--- src/hw/rtl/kot_pkg.sv ---
`timescale 1ns / 1ps

package kot_pkg;

   // Default table depth.
   localparam int NUM_ENTRIES_DEF = 16;

   // Field widths of the request and response transfers.
   localparam int ACTION_W   = 3;
   localparam int SLOT_W     = 8;
   localparam int INDEX_W    = 16;
   localparam int SUBINDEX_W = 8;
   localparam int SIZE_W     = 4;
   localparam int PAYLOAD_W  = 64;
   localparam int STATUS_W   = 2;
   localparam int OUT_SLOT_W = 4;
   localparam int LOW_W      = 32;
   localparam int ENTRY_W    = INDEX_W + SUBINDEX_W + SIZE_W + PAYLOAD_W;

   // Action codes.
   localparam logic [ACTION_W-1:0] ACT_LOAD      = 3'd0;
   localparam logic [ACTION_W-1:0] ACT_WRITE_KEY = 3'd1;
   localparam logic [ACTION_W-1:0] ACT_WRITE_CUR = 3'd2;
   localparam logic [ACTION_W-1:0] ACT_READ_KEY  = 3'd3;
   localparam logic [ACTION_W-1:0] ACT_READ_CUR  = 3'd4;
   localparam logic [ACTION_W-1:0] ACT_ADV_READ  = 3'd5;
   localparam logic [ACTION_W-1:0] ACT_ADV_WRITE = 3'd6;

   // Status codes.
   localparam logic [STATUS_W-1:0] ST_OK          = 2'd0;
   localparam logic [STATUS_W-1:0] ST_NOT_FOUND   = 2'd1;
   localparam logic [STATUS_W-1:0] ST_OUT_OF_SYNC = 2'd2;

   // Stored sizes that a cursor write treats as a low-word object.
   localparam logic [SIZE_W-1:0] SIZE_BYTE = 4'd1;
   localparam logic [SIZE_W-1:0] SIZE_HALF = 4'd2;
   localparam logic [SIZE_W-1:0] SIZE_WORD = 4'd4;

   // One table entry as it sits in the RAM.
   typedef struct packed {
      logic [INDEX_W-1:0]    obj_index;
      logic [SUBINDEX_W-1:0] obj_subindex;
      logic [SIZE_W-1:0]     obj_size;
      logic [PAYLOAD_W-1:0]  payload;
   } entry_type;

   // A classified request waiting for the back end.
   typedef struct packed {
      logic [ACTION_W-1:0]   action;
      logic                  slot_ok;
      logic [SLOT_W-1:0]     slot;
      logic [INDEX_W-1:0]    obj_index;
      logic [SUBINDEX_W-1:0] obj_subindex;
      logic [SIZE_W-1:0]     obj_size;
      logic [PAYLOAD_W-1:0]  payload;
   } cmd_type;

   // Mask covering the low nbytes bytes; eight or more covers the whole word.
   function automatic logic [PAYLOAD_W-1:0] byte_mask(input logic [SIZE_W-1:0] nbytes);
      logic [PAYLOAD_W-1:0] m;
      m = '0;
      for (int b = 0; b < PAYLOAD_W / 8; b++) begin
         if (SIZE_W'(b) < nbytes) begin
            m[b*8 +: 8] = 8'hFF;
         end
      end
      return m;
   endfunction

endpackage

--- src/hw/rtl/kot_if.sv ---
`timescale 1ns / 1ps

// Request channel: one action per transfer.
interface kot_req_if;
   import kot_pkg::*;

   logic                  valid;
   logic                  ready;
   logic [ACTION_W-1:0]   action;
   logic [SLOT_W-1:0]     slot;
   logic [INDEX_W-1:0]    obj_index;
   logic [SUBINDEX_W-1:0] obj_subindex;
   logic [SIZE_W-1:0]     obj_size;
   logic [PAYLOAD_W-1:0]  payload;

   modport source (
      output valid, action, slot, obj_index, obj_subindex, obj_size, payload,
      input  ready
   );
   modport sink (
      input  valid, action, slot, obj_index, obj_subindex, obj_size, payload,
      output ready
   );
endinterface

// Response channel: one result per request.
interface kot_rsp_if;
   import kot_pkg::*;

   logic                  valid;
   logic                  ready;
   logic [STATUS_W-1:0]   status;
   logic [OUT_SLOT_W-1:0] out_slot;
   logic [INDEX_W-1:0]    out_index;
   logic [SUBINDEX_W-1:0] out_subindex;
   logic [SIZE_W-1:0]     out_size;
   logic [PAYLOAD_W-1:0]  out_payload;

   modport source (
      output valid, status, out_slot, out_index, out_subindex, out_size, out_payload,
      input  ready
   );
   modport sink (
      input  valid, status, out_slot, out_index, out_subindex, out_size, out_payload,
      output ready
   );
endinterface

--- src/hw/rtl/kot_ram.sv ---
`timescale 1ns / 1ps

module kot_ram #(
   parameter int WIDTH = 8,
   parameter int DEPTH = 16,
   localparam int AW = (DEPTH > 1) ? $clog2(DEPTH) : 1
) (
   input  logic             clock,
   input  logic             wr_en,
   input  logic [AW-1:0]    wr_addr,
   input  logic [WIDTH-1:0] wr_data,
   input  logic [AW-1:0]    rd_addr,
   output logic [WIDTH-1:0] rd_data
);

   logic [WIDTH-1:0] mem_ff [DEPTH];
   logic [WIDTH-1:0] rd_data_ff;

   // One write port, one read port with registered data.
   always_ff @(posedge clock) begin
      if (wr_en) begin
         mem_ff[wr_addr] <= wr_data;
      end
      rd_data_ff <= mem_ff[rd_addr];
   end

   assign rd_data = rd_data_ff;

endmodule

--- src/hw/rtl/kot_front.sv ---
`timescale 1ns / 1ps

module kot_front #(
   parameter int NUM_ENTRIES = kot_pkg::NUM_ENTRIES_DEF
) (
   input  logic             clock,
   input  logic             reset,
   kot_req_if.sink          req_bus,
   output kot_pkg::cmd_type cmd,
   output logic             cmd_valid,
   input  logic             cmd_pop
);
   import kot_pkg::*;

   localparam int QDEPTH = 2;
   localparam int QPTR_W = $clog2(QDEPTH);
   localparam int QCNT_W = $clog2(QDEPTH + 1);

   cmd_type             q_ff [QDEPTH];
   cmd_type             new_cmd;
   logic [QPTR_W-1:0]   head_ff, head_in;
   logic [QPTR_W-1:0]   tail_ff, tail_in;
   logic [QCNT_W-1:0]   count_ff, count_in;
   logic                push;
   logic                pop;

   // Classify the incoming request; a load checks its slot against the depth here.
   always_comb begin
      new_cmd.action       = req_bus.action;
      new_cmd.slot_ok      = {1'b0, req_bus.slot} < (SLOT_W + 1)'(NUM_ENTRIES);
      new_cmd.slot         = req_bus.slot;
      new_cmd.obj_index    = req_bus.obj_index;
      new_cmd.obj_subindex = req_bus.obj_subindex;
      new_cmd.obj_size     = req_bus.obj_size;
      new_cmd.payload      = req_bus.payload;
   end

   assign req_bus.ready = count_ff != QCNT_W'(QDEPTH);
   assign push          = req_bus.valid && req_bus.ready;
   assign pop           = cmd_pop && (count_ff != '0);

   // Queue pointers and fill level.
   always_comb begin
      head_in  = pop  ? head_ff + 1'b1 : head_ff;
      tail_in  = push ? tail_ff + 1'b1 : tail_ff;
      count_in = count_ff;
      if (push && !pop) begin
         count_in = count_ff + 1'b1;
      end else if (pop && !push) begin
         count_in = count_ff - 1'b1;
      end
   end

   always_ff @(posedge clock) begin
      if (reset) begin
         head_ff  <= '0;
         tail_ff  <= '0;
         count_ff <= '0;
      end else begin
         head_ff  <= head_in;
         tail_ff  <= tail_in;
         count_ff <= count_in;
      end
   end

   // Queue storage needs no reset.
   always_ff @(posedge clock) begin
      if (push) begin
         q_ff[tail_ff] <= new_cmd;
      end
   end

   assign cmd       = q_ff[head_ff];
   assign cmd_valid = count_ff != '0;

endmodule

--- src/hw/rtl/kot_back.sv ---
`timescale 1ns / 1ps

module kot_back #(
   parameter int NUM_ENTRIES = kot_pkg::NUM_ENTRIES_DEF
) (
   input  logic             clock,
   input  logic             reset,
   input  kot_pkg::cmd_type cmd,
   input  logic             cmd_valid,
   output logic             cmd_pop,
   kot_rsp_if.source        rsp_bus
);
   import kot_pkg::*;

   localparam int AW = (NUM_ENTRIES > 1) ? $clog2(NUM_ENTRIES) : 1;
   localparam logic [AW-1:0] LAST = AW'(NUM_ENTRIES - 1);

   localparam logic S_IDLE  = 1'b0;
   localparam logic S_CHECK = 1'b1;

   logic                     state_ff, state_in;
   cmd_type                  cmd_ff, cmd_in;
   logic [AW-1:0]            scan_ff, scan_in;
   logic [AW-1:0]            rd_cur_ff, rd_cur_in;
   logic [AW-1:0]            wr_cur_ff, wr_cur_in;
   logic [NUM_ENTRIES-1:0]   valid_ff, valid_in;
   logic                     rsp_valid_ff, rsp_valid_in;
   logic [STATUS_W-1:0]      rsp_status_ff, rsp_status_in;
   logic [OUT_SLOT_W-1:0]    rsp_slot_ff, rsp_slot_in;
   entry_type                rsp_entry_ff, rsp_entry_in;

   logic                     wr_en;
   logic [AW-1:0]            wr_addr;
   entry_type                wr_data;
   logic [ENTRY_W-1:0]       rd_word;
   entry_type                entry;
   logic [AW-1:0]            load_addr;
   logic                     out_free;
   logic                     key_hit;
   logic                     size_hit;
   logic [PAYLOAD_W-1:0]     key_mask;
   logic [PAYLOAD_W-1:0]     cur_mask;
   logic [PAYLOAD_W-1:0]     key_payload;
   logic [PAYLOAD_W-1:0]     cur_payload;

   kot_ram #(
      .WIDTH (ENTRY_W),
      .DEPTH (NUM_ENTRIES)
   ) u_table (
      .clock   (clock),
      .wr_en   (wr_en),
      .wr_addr (wr_addr),
      .wr_data (wr_data),
      .rd_addr (scan_in),
      .rd_data (rd_word)
   );

   // An entry never written reads as the cleared value.
   assign entry     = valid_ff[scan_ff] ? entry_type'(rd_word) : '0;
   assign load_addr = AW'(cmd.slot);
   assign out_free  = !rsp_valid_ff || rsp_bus.ready;
   assign key_hit   = (entry.obj_index == cmd_ff.obj_index) &&
                      (entry.obj_subindex == cmd_ff.obj_subindex);
   assign size_hit  = entry.obj_size == cmd_ff.obj_size;

   // Payload merges for the two write actions.
   always_comb begin
      key_mask    = byte_mask(cmd_ff.obj_size);
      cur_mask    = byte_mask(entry.obj_size);
      key_payload = (entry.payload & ~key_mask) | (cmd_ff.payload & key_mask);
      if ((entry.obj_size == SIZE_BYTE) || (entry.obj_size == SIZE_HALF) ||
          (entry.obj_size == SIZE_WORD)) begin
         cur_payload = {entry.payload[PAYLOAD_W-1:LOW_W],
                        cmd_ff.payload[LOW_W-1:0] & cur_mask[LOW_W-1:0]};
      end else begin
         cur_payload = cmd_ff.payload;
      end
   end

   // Sequencer: immediate actions finish in the idle state, the others read the table.
   always_comb begin
      state_in      = state_ff;
      cmd_in        = cmd_ff;
      scan_in       = scan_ff;
      rd_cur_in     = rd_cur_ff;
      wr_cur_in     = wr_cur_ff;
      valid_in      = valid_ff;
      rsp_valid_in  = rsp_valid_ff && !rsp_bus.ready;
      rsp_status_in = rsp_status_ff;
      rsp_slot_in   = rsp_slot_ff;
      rsp_entry_in  = rsp_entry_ff;
      cmd_pop       = 1'b0;
      wr_en         = 1'b0;
      wr_addr       = scan_ff;
      wr_data       = entry;

      unique case (state_ff)
         S_IDLE: begin
            if (cmd_valid && out_free) begin
               cmd_pop       = 1'b1;
               cmd_in        = cmd;
               rsp_entry_in  = '0;
               rsp_slot_in   = '0;
               rsp_status_in = ST_NOT_FOUND;
               unique case (cmd.action) inside
                  ACT_LOAD: begin
                     rsp_valid_in = 1'b1;
                     if (cmd.slot_ok) begin
                        wr_en                = 1'b1;
                        wr_addr              = load_addr;
                        wr_data.obj_index    = cmd.obj_index;
                        wr_data.obj_subindex = cmd.obj_subindex;
                        wr_data.obj_size     = cmd.obj_size;
                        wr_data.payload      = cmd.payload;
                        valid_in[load_addr]  = 1'b1;
                        rsp_status_in        = ST_OK;
                        rsp_slot_in          = OUT_SLOT_W'(load_addr);
                     end
                  end
                  ACT_WRITE_KEY, ACT_READ_KEY: begin
                     scan_in  = '0;
                     state_in = S_CHECK;
                  end
                  ACT_WRITE_CUR: begin
                     scan_in  = wr_cur_ff;
                     state_in = S_CHECK;
                  end
                  ACT_READ_CUR: begin
                     scan_in  = rd_cur_ff;
                     state_in = S_CHECK;
                  end
                  ACT_ADV_READ: begin
                     rd_cur_in     = (rd_cur_ff == LAST) ? '0 : rd_cur_ff + 1'b1;
                     rsp_valid_in  = 1'b1;
                     rsp_status_in = ST_OK;
                     rsp_slot_in   = OUT_SLOT_W'(rd_cur_in);
                  end
                  ACT_ADV_WRITE: begin
                     wr_cur_in     = (wr_cur_ff == LAST) ? '0 : wr_cur_ff + 1'b1;
                     rsp_valid_in  = 1'b1;
                     rsp_status_in = ST_OK;
                     rsp_slot_in   = OUT_SLOT_W'(wr_cur_in);
                  end
                  default: begin
                     rsp_valid_in = 1'b1;
                  end
               endcase
            end
         end
         S_CHECK: begin
            // The response register is empty here: it was free when the item was taken.
            rsp_entry_in  = '0;
            rsp_slot_in   = '0;
            rsp_status_in = ST_NOT_FOUND;
            unique case (cmd_ff.action) inside
               ACT_READ_CUR: begin
                  rsp_valid_in  = 1'b1;
                  rsp_status_in = ST_OK;
                  rsp_slot_in   = OUT_SLOT_W'(scan_ff);
                  rsp_entry_in  = entry;
                  state_in      = S_IDLE;
               end
               ACT_WRITE_CUR: begin
                  rsp_valid_in = 1'b1;
                  state_in     = S_IDLE;
                  if (key_hit) begin
                     wr_en                = 1'b1;
                     wr_data.payload      = cur_payload;
                     valid_in[scan_ff]    = 1'b1;
                     rsp_status_in        = ST_OK;
                     rsp_slot_in          = OUT_SLOT_W'(scan_ff);
                  end else begin
                     rsp_status_in = ST_OUT_OF_SYNC;
                  end
               end
               ACT_WRITE_KEY: begin
                  if (key_hit && size_hit) begin
                     wr_en             = 1'b1;
                     wr_data.payload   = key_payload;
                     valid_in[scan_ff] = 1'b1;
                     rsp_valid_in      = 1'b1;
                     rsp_status_in     = ST_OK;
                     rsp_slot_in       = OUT_SLOT_W'(scan_ff);
                     state_in          = S_IDLE;
                  end else if (scan_ff == LAST) begin
                     rsp_valid_in = 1'b1;
                     state_in     = S_IDLE;
                  end else begin
                     scan_in = scan_ff + 1'b1;
                  end
               end
               ACT_READ_KEY: begin
                  if (key_hit) begin
                     rsp_valid_in  = 1'b1;
                     rsp_status_in = ST_OK;
                     rsp_slot_in   = OUT_SLOT_W'(scan_ff);
                     rsp_entry_in  = entry;
                     state_in      = S_IDLE;
                  end else if (scan_ff == LAST) begin
                     rsp_valid_in = 1'b1;
                     state_in     = S_IDLE;
                  end else begin
                     scan_in = scan_ff + 1'b1;
                  end
               end
               default: begin
                  state_in = S_IDLE;
               end
            endcase
         end
         default: begin
            state_in = S_IDLE;
         end
      endcase
   end

   // Control state.
   always_ff @(posedge clock) begin
      if (reset) begin
         state_ff     <= S_IDLE;
         scan_ff      <= '0;
         rd_cur_ff    <= '0;
         wr_cur_ff    <= '0;
         valid_ff     <= '0;
         rsp_valid_ff <= 1'b0;
      end else begin
         state_ff     <= state_in;
         scan_ff      <= scan_in;
         rd_cur_ff    <= rd_cur_in;
         wr_cur_ff    <= wr_cur_in;
         valid_ff     <= valid_in;
         rsp_valid_ff <= rsp_valid_in;
      end
   end

   // Command and response payload.
   always_ff @(posedge clock) begin
      cmd_ff        <= cmd_in;
      rsp_status_ff <= rsp_status_in;
      rsp_slot_ff   <= rsp_slot_in;
      rsp_entry_ff  <= rsp_entry_in;
   end

   assign rsp_bus.valid        = rsp_valid_ff;
   assign rsp_bus.status       = rsp_status_ff;
   assign rsp_bus.out_slot     = rsp_slot_ff;
   assign rsp_bus.out_index    = rsp_entry_ff.obj_index;
   assign rsp_bus.out_subindex = rsp_entry_ff.obj_subindex;
   assign rsp_bus.out_size     = rsp_entry_ff.obj_size;
   assign rsp_bus.out_payload  = rsp_entry_ff.payload;

endmodule

--- src/hw/rtl/keyed_object_table.sv ---
`timescale 1ns / 1ps

// Keyed object table: NUM_ENTRIES entries of index, subindex, size and payload,
// with a read cursor and a write cursor that wrap at the table depth.
// req_bus carries one action per transfer; rsp_bus returns exactly one result per
// request, in request order. Both channels use valid/ready.
// A front end classifies requests into a two-entry queue; a back end sequences
// them against a table RAM with one write port, one read port and registered
// read data. Load, cursor advance and unused codes finish in the idle state;
// a read or write at a cursor reads the entry at that cursor; a key read or key
// write scans the table one entry per cycle through the RAM read port and stops
// at the first match. The queue takes new requests while the back end is still
// busy with an earlier one.
// Reset (synchronous) clears both cursors, all entry valid bits (so the whole
// table reads as zero) and both channel states. No clearing pass is needed.
// When the receiver holds rsp_bus.ready low, the response stays registered and
// stable, the back end stops, and the queue fills until req_bus.ready drops.
module keyed_object_table #(
   parameter int NUM_ENTRIES = kot_pkg::NUM_ENTRIES_DEF
) (
   input logic       clock,
   input logic       reset,
   kot_req_if.sink   req_bus,
   kot_rsp_if.source rsp_bus
);
   import kot_pkg::*;

   cmd_type cmd;
   logic    cmd_valid;
   logic    cmd_pop;

   // Request intake and classification.
   kot_front #(
      .NUM_ENTRIES (NUM_ENTRIES)
   ) u_front (
      .clock     (clock),
      .reset     (reset),
      .req_bus   (req_bus),
      .cmd       (cmd),
      .cmd_valid (cmd_valid),
      .cmd_pop   (cmd_pop)
   );

   // Table access and response.
   kot_back #(
      .NUM_ENTRIES (NUM_ENTRIES)
   ) u_back (
      .clock     (clock),
      .reset     (reset),
      .cmd       (cmd),
      .cmd_valid (cmd_valid),
      .cmd_pop   (cmd_pop),
      .rsp_bus   (rsp_bus)
   );

endmodule

--- src/flat_wrapper.sv ---
// flat-port wrapper written by rule: the top's interface ports become plain ports
module keyed_object_table_flat import kot_pkg::*;
#(
   parameter int NUM_ENTRIES = kot_pkg::NUM_ENTRIES_DEF
)
  (clock, reset, req_bus_valid, req_bus_action, req_bus_slot, req_bus_obj_index, req_bus_obj_subindex, req_bus_obj_size, req_bus_payload, req_bus_ready, rsp_bus_valid, rsp_bus_status, rsp_bus_out_slot, rsp_bus_out_index, rsp_bus_out_subindex, rsp_bus_out_size, rsp_bus_out_payload, rsp_bus_ready);
  kot_req_if req_bus_i ();
  kot_rsp_if rsp_bus_i ();
  input logic clock;
  input logic reset;
  input wire logic [$bits(req_bus_i.valid)-1:0] req_bus_valid;
  input wire logic [$bits(req_bus_i.action)-1:0] req_bus_action;
  input wire logic [$bits(req_bus_i.slot)-1:0] req_bus_slot;
  input wire logic [$bits(req_bus_i.obj_index)-1:0] req_bus_obj_index;
  input wire logic [$bits(req_bus_i.obj_subindex)-1:0] req_bus_obj_subindex;
  input wire logic [$bits(req_bus_i.obj_size)-1:0] req_bus_obj_size;
  input wire logic [$bits(req_bus_i.payload)-1:0] req_bus_payload;
  output wire logic [$bits(req_bus_i.ready)-1:0] req_bus_ready;
  output wire logic [$bits(rsp_bus_i.valid)-1:0] rsp_bus_valid;
  output wire logic [$bits(rsp_bus_i.status)-1:0] rsp_bus_status;
  output wire logic [$bits(rsp_bus_i.out_slot)-1:0] rsp_bus_out_slot;
  output wire logic [$bits(rsp_bus_i.out_index)-1:0] rsp_bus_out_index;
  output wire logic [$bits(rsp_bus_i.out_subindex)-1:0] rsp_bus_out_subindex;
  output wire logic [$bits(rsp_bus_i.out_size)-1:0] rsp_bus_out_size;
  output wire logic [$bits(rsp_bus_i.out_payload)-1:0] rsp_bus_out_payload;
  input wire logic [$bits(rsp_bus_i.ready)-1:0] rsp_bus_ready;
  assign req_bus_i.valid = req_bus_valid;
  assign req_bus_i.action = req_bus_action;
  assign req_bus_i.slot = req_bus_slot;
  assign req_bus_i.obj_index = req_bus_obj_index;
  assign req_bus_i.obj_subindex = req_bus_obj_subindex;
  assign req_bus_i.obj_size = req_bus_obj_size;
  assign req_bus_i.payload = req_bus_payload;
  assign req_bus_ready = req_bus_i.ready;
  assign rsp_bus_valid = rsp_bus_i.valid;
  assign rsp_bus_status = rsp_bus_i.status;
  assign rsp_bus_out_slot = rsp_bus_i.out_slot;
  assign rsp_bus_out_index = rsp_bus_i.out_index;
  assign rsp_bus_out_subindex = rsp_bus_i.out_subindex;
  assign rsp_bus_out_size = rsp_bus_i.out_size;
  assign rsp_bus_out_payload = rsp_bus_i.out_payload;
  assign rsp_bus_i.ready = rsp_bus_ready;
  keyed_object_table #(.NUM_ENTRIES(NUM_ENTRIES)) u_core (.clock(clock), .reset(reset), .req_bus(req_bus_i), .rsp_bus(rsp_bus_i));
endmodule
--- config.mk ---
export PLATFORM = sky130hd
export DESIGN_NAME = keyed_object_table_flat
export DESIGN_NICKNAME = d
export VERILOG_FILES = /design/src/hw/rtl/kot_pkg.sv /design/src/hw/rtl/kot_if.sv /design/src/hw/rtl/kot_ram.sv /design/src/hw/rtl/kot_front.sv /design/src/hw/rtl/kot_back.sv /design/src/hw/rtl/keyed_object_table.sv /design/src/flat_wrapper.sv
export SDC_FILE = /design/constraint.sdc
export NUM_CORES = 2
export LEC_CHECK = 0
export BUFFER_PORTS_ARGS = -buffer_cell sky130_fd_sc_hd__buf_2
export CAP_MARGIN = 0
export CORE_UTILIZATION = 30
export DETAILED_ROUTE_END_ITERATION = 10
export HOLD_SLACK_MARGIN = 0.02
export RECOVER_POWER = 25
export SLEW_MARGIN = 20
export SYNTH_ARGS = -nofsm -noshare
export SYNTH_HDL_FRONTEND = slang
export SYNTH_SLANG_ARGS = --single-unit
--- constraint.sdc ---
create_clock -name clock -period 17.25 [get_ports clock]
set_input_delay 1.725 -clock clock [delete_from_list [all_inputs] [get_ports clock]]
set_output_delay 1.725 -clock clock [all_outputs]
set_load 0.05 [all_outputs]
==> results.sh <==
export IMPL_status="complete, but fails checks"
export IMPL_failed_checks="max-capacitance violations, max-slew violations"
export IMPL_start_kind="flip-flop"
export IMPL_grt_util_all_layers=0.162
export IMPL_die_h_um=514
export IMPL_fin_setup_tns_ns=0
export IMPL_grt_max_degree=175
export IMPL_synth_seq_cells=1992
export IMPL_area_growth_pct=14.1
export IMPL_cp_max_fo=59
export IMPL_cp_slowest_cell="clkbuf_1"
export IMPL_path_cells="clkbuf_1 > mux2i_4 > nand2_1 > nor3_1 > clkbuf_1 > nand2_1 > clkbuf_1 > nand2_1 > nand2_1 > nor2_4 > buf_4 > buf_4"
export IMPL_die_area_um2=264000
export IMPL_numClockSinks=1992
export IMPL_gp_congestion=0.812
export IMPL_rsz0062_at_grt="false"
export IMPL_io_pins=207
export IMPL_synth_enable_flop_cells=1865
export IMPL_clk_pin_slew_ns=0.06
export IMPL_io_buffers=206
export IMPL_cts_hold_buffers=0
export IMPL_final_common_cell="edfxtp_1"
export IMPL_crit_cells=12
export IMPL_layout_common_cells="edfxtp_1, nand2_1, o21ai_0"
export IMPL_reg2regPathDepth=12
export IMPL_nNetsFinal=5651
export IMPL_syn_avg_cell_area_um2=14.6
export IMPL_synthFlopType="edfxtp_1"
export IMPL_fin_crit_sh=0.659
export IMPL_worst_pin_slew_ns=4.37
export IMPL_critPathBufInv=5
export IMPL_critPathCapture="u_core.u_back.u_table.mem_ff[6][62]$_DFFE_PP_"
export IMPL_power_leakage_uw=0.0301
export IMPL_first_pass_iters=8
export IMPL_holdCritPathClass="flip-flop to flip-flop"
export IMPL_antenna_left=0
export IMPL_numCtsBuffers=186
export IMPL_r2r_end="u_core.u_back.u_table.mem_ff[6][62]$_DFFE_PP_"
export IMPL_layout_min_cycle_time_ns=11.36
export IMPL_antenna_found_initial=15
export IMPL_setup_viol=0
export IMPL_hold_violations=0
export IMPL_die_w_um=514
export IMPL_rows=187
export IMPL_drcViolationCount=0
export IMPL_ys_warn_count=0
export IMPL_clock_latency_ns=0.84
export IMPL_cts_setup_buffers=0
export IMPL_initial_core_util=0.302
export IMPL_fill_cells=24800
export IMPL_synthCells=5382
export IMPL_wirelength_um=221000
export IMPL_dpl_hpwl_um=121000
export IMPL_core_area_um2=260000
export IMPL_crit_family="buffers and inverters"
export IMPL_cap_violations=15
export IMPL_power_uw=15400
export IMPL_ys_seq_area_frac=0.745
export IMPL_syn_num_nets=5496
export IMPL_p_per_area_nw_per_um2=172
export IMPL_synth_cell_types=74
export IMPL_synthesis_area_um2=78600
export IMPL_first_global_vias=46900
export IMPL_drive_gt1_frac=0.0900
export IMPL_cp_end_kind="flip-flop"
export IMPL_wl_per_cell_um=24.0
export IMPL_h_tree_depth=4
export IMPL_cp_common_cell="nand2_1"
export IMPL_cp_slowest_stage_delay_ns=3.14
export IMPL_vias_per_cell=5.22
export IMPL_synthArstFlopShare=0
export IMPL_path_class="flip-flop to flip-flop"
export IMPL_peakVddDrop_uv=257
export IMPL_drtIter0Drc=4904
export IMPL_vias=48000
export IMPL_cts_resized=0
export IMPL_clock_fmax_ghz=0.0880
export IMPL_max_slew_margin=-1.91
export IMPL_regToRegSetupSlack_ns=5.89
export IMPL_drv_slew=652
export IMPL_clock_root_buffer="clkbuf_16"
export IMPL_worstPathRequired_ns=17.70
export IMPL_grt_pass1_wl_um=320000
export IMPL_clock_path_buffers=3
export IMPL_cts_tree="built"
export IMPL_cp_arrival_ns=11.81
export IMPL_grt_ovfl_total=0
export IMPL_fin_skew_ns=0.0543
cells by family after synthesis:
logic type | after synthesis | synth area share
AO/OA/AOI/OAI | 1051 | 0.0889
adder cells (fa/ha/maj) | 7 | 0.00111
XOR/XNOR | 25 | 0.00279
flip-flops | 1992 | 0.745
multiplexers | 405 | 0.0534
buffers and inverters | 424 | 0.0243
AND/OR/NAND/NOR | 1478 | 0.0841
worst register-to-register path, stage by stage, from the launching register on:
cell and delay (ns):
dfxtp_1 1.93, clkbuf_1 3.15, mux2i_4 0.69, nand2_1 0.16, nor3_1 0.20, clkbuf_1 0.39
nand2_1 0.10, clkbuf_1 0.96, nand2_1 1.02, nand2_1 0.45, nor2_4 0.18, buf_4 0.66
buf_4 1.01
registers in the layout (all words and copies together) (netlist names), 4 cells and up, named ones only:
register                            count
u_core.u_back.u_table.mem_ff         1472
u_core.u_back.rsp_bus.out_index        16
u_core.u_front.q_ff                   200
u_core.u_back.rsp_bus.out_slot          4
u_core.u_back.rsp_bus.out_payload      64
u_core.u_back.scan_ff                   4
u_core.u_back.wr_cur_ff                 4
u_core.u_back.valid_ff                 16
u_core.u_back.rsp_bus.out_size          4
u_core.u_back.u_table.rd_data          92
u_core.u_back.rsp_bus.out_subindex      8
u_core.u_back.cmd_ff                   95
u_core.u_back.rd_cur_ff                 4
per-stage QoR:
stage | hold slack, ns | cell area (um2) | worst slack (ns) | utilization | cells
2_1_floorplan | 0.430 | 78600 | 9.51 | - | 5382
3_3_place_gp | 0.456 | 83600 | 10.15 | 0.321 | 8835
3_5_place_dp | 0.455 | 83600 | 10.09 | 0.322 | 8839
4_1_cts | 0.470 | 89800 | 10.38 | 0.346 | 9190
5_1_grt | 0.512 | 89600 | 5.05 | 0.345 | 9199
6_report | 0.471 | 89600 | 5.89 | 0.345 | 9200
power by group:
| group | switching [uW] | total (uW) | internal, uW |
|---|---|---|---|
| sequential | 412 | 6430 | 6020 |
| clock | 1810 | 4190 | 2370 |
| combinational | 3580 | 4800 | 1210 |
| total | 5810 | 15400 | 9610 |
worst min-delay path by stage:
stage | start | to | slack (ns) | depth (start not counted)
after global routing | u_core.u_back.valid_ff[4]$_SDFFE_PP0P_ | u_core.u_back.valid_ff[4]$_SDFFE_PP0P_ | 0.51 | 2
after floorplan | u_core.u_back.valid_ff[2]$_SDFFE_PP0P_ | u_core.u_back.valid_ff[2]$_SDFFE_PP0P_ | 0.43 | 2
final | u_core.u_back.valid_ff[12]$_SDFFE_PP0P_ | u_core.u_back.valid_ff[12]$_SDFFE_PP0P_ | 0.47 | 2
after CTS | u_core.u_back.valid_ff[13]$_SDFFE_PP0P_ | u_core.u_back.valid_ff[13]$_SDFFE_PP0P_ | 0.47 | 2
after global placement | u_core.u_back.valid_ff[15]$_SDFFE_PP0P_ | u_core.u_back.valid_ff[15]$_SDFFE_PP0P_ | 0.46 | 2
after detailed placement | u_core.u_back.valid_ff[13]$_SDFFE_PP0P_ | u_core.u_back.valid_ff[13]$_SDFFE_PP0P_ | 0.46 | 2
routing by layer:
| metal | GRT usage | wire, um | up-vias |
|---|---|---|---|
| met5 | 0 | 18 | - |
| met4 | 0.0565 | 7100 | 2 |
| li1 | - | - | 21100 |
| met3 | 0.0223 | 14600 | 367 |
| met2 | 0.275 | 108000 | 1983 |
| met1 | 0.212 | 91400 | 24600 |
Yosys cell counts (25+ instances only):
cell      instances  share of area
edfxtp_1       1865           0.71
nand2_1         760          0.036
o21ai_0         331          0.021
mux2i_1         305          0.039
clkbuf_1        211          0.010
nor3_1          197          0.013
a32oi_1         190          0.021
nand3_1         135         0.0086
nor2_1          133         0.0064
dfxtp_1         127          0.032
a31oi_1         114         0.0091
buf_2           111         0.0071
nand4_1          97         0.0077
mux2_2           96          0.014
o21ai_1          96         0.0061
a211oi_1         94         0.0090
and2_1           89         0.0071
a21oi_1          70         0.0045
inv_1            52         0.0025
o211ai_1         28         0.0027
a222oi_1         25         0.0032
area by class of cell:
type	instances	area, um2	share of cell area
sequential	1992	58500	0.653
multi-input combinational	2966	18400	0.205
clock buffer	254	5150	0.0575
tap	3496	4370	0.0488
timing repair buffer	338	1930	0.0215
clock inverter	97	1060	0.0118
inverter	53	200	0.00223
antenna	4	10.0	0.000112
Power figures use the tool's default switching activity.
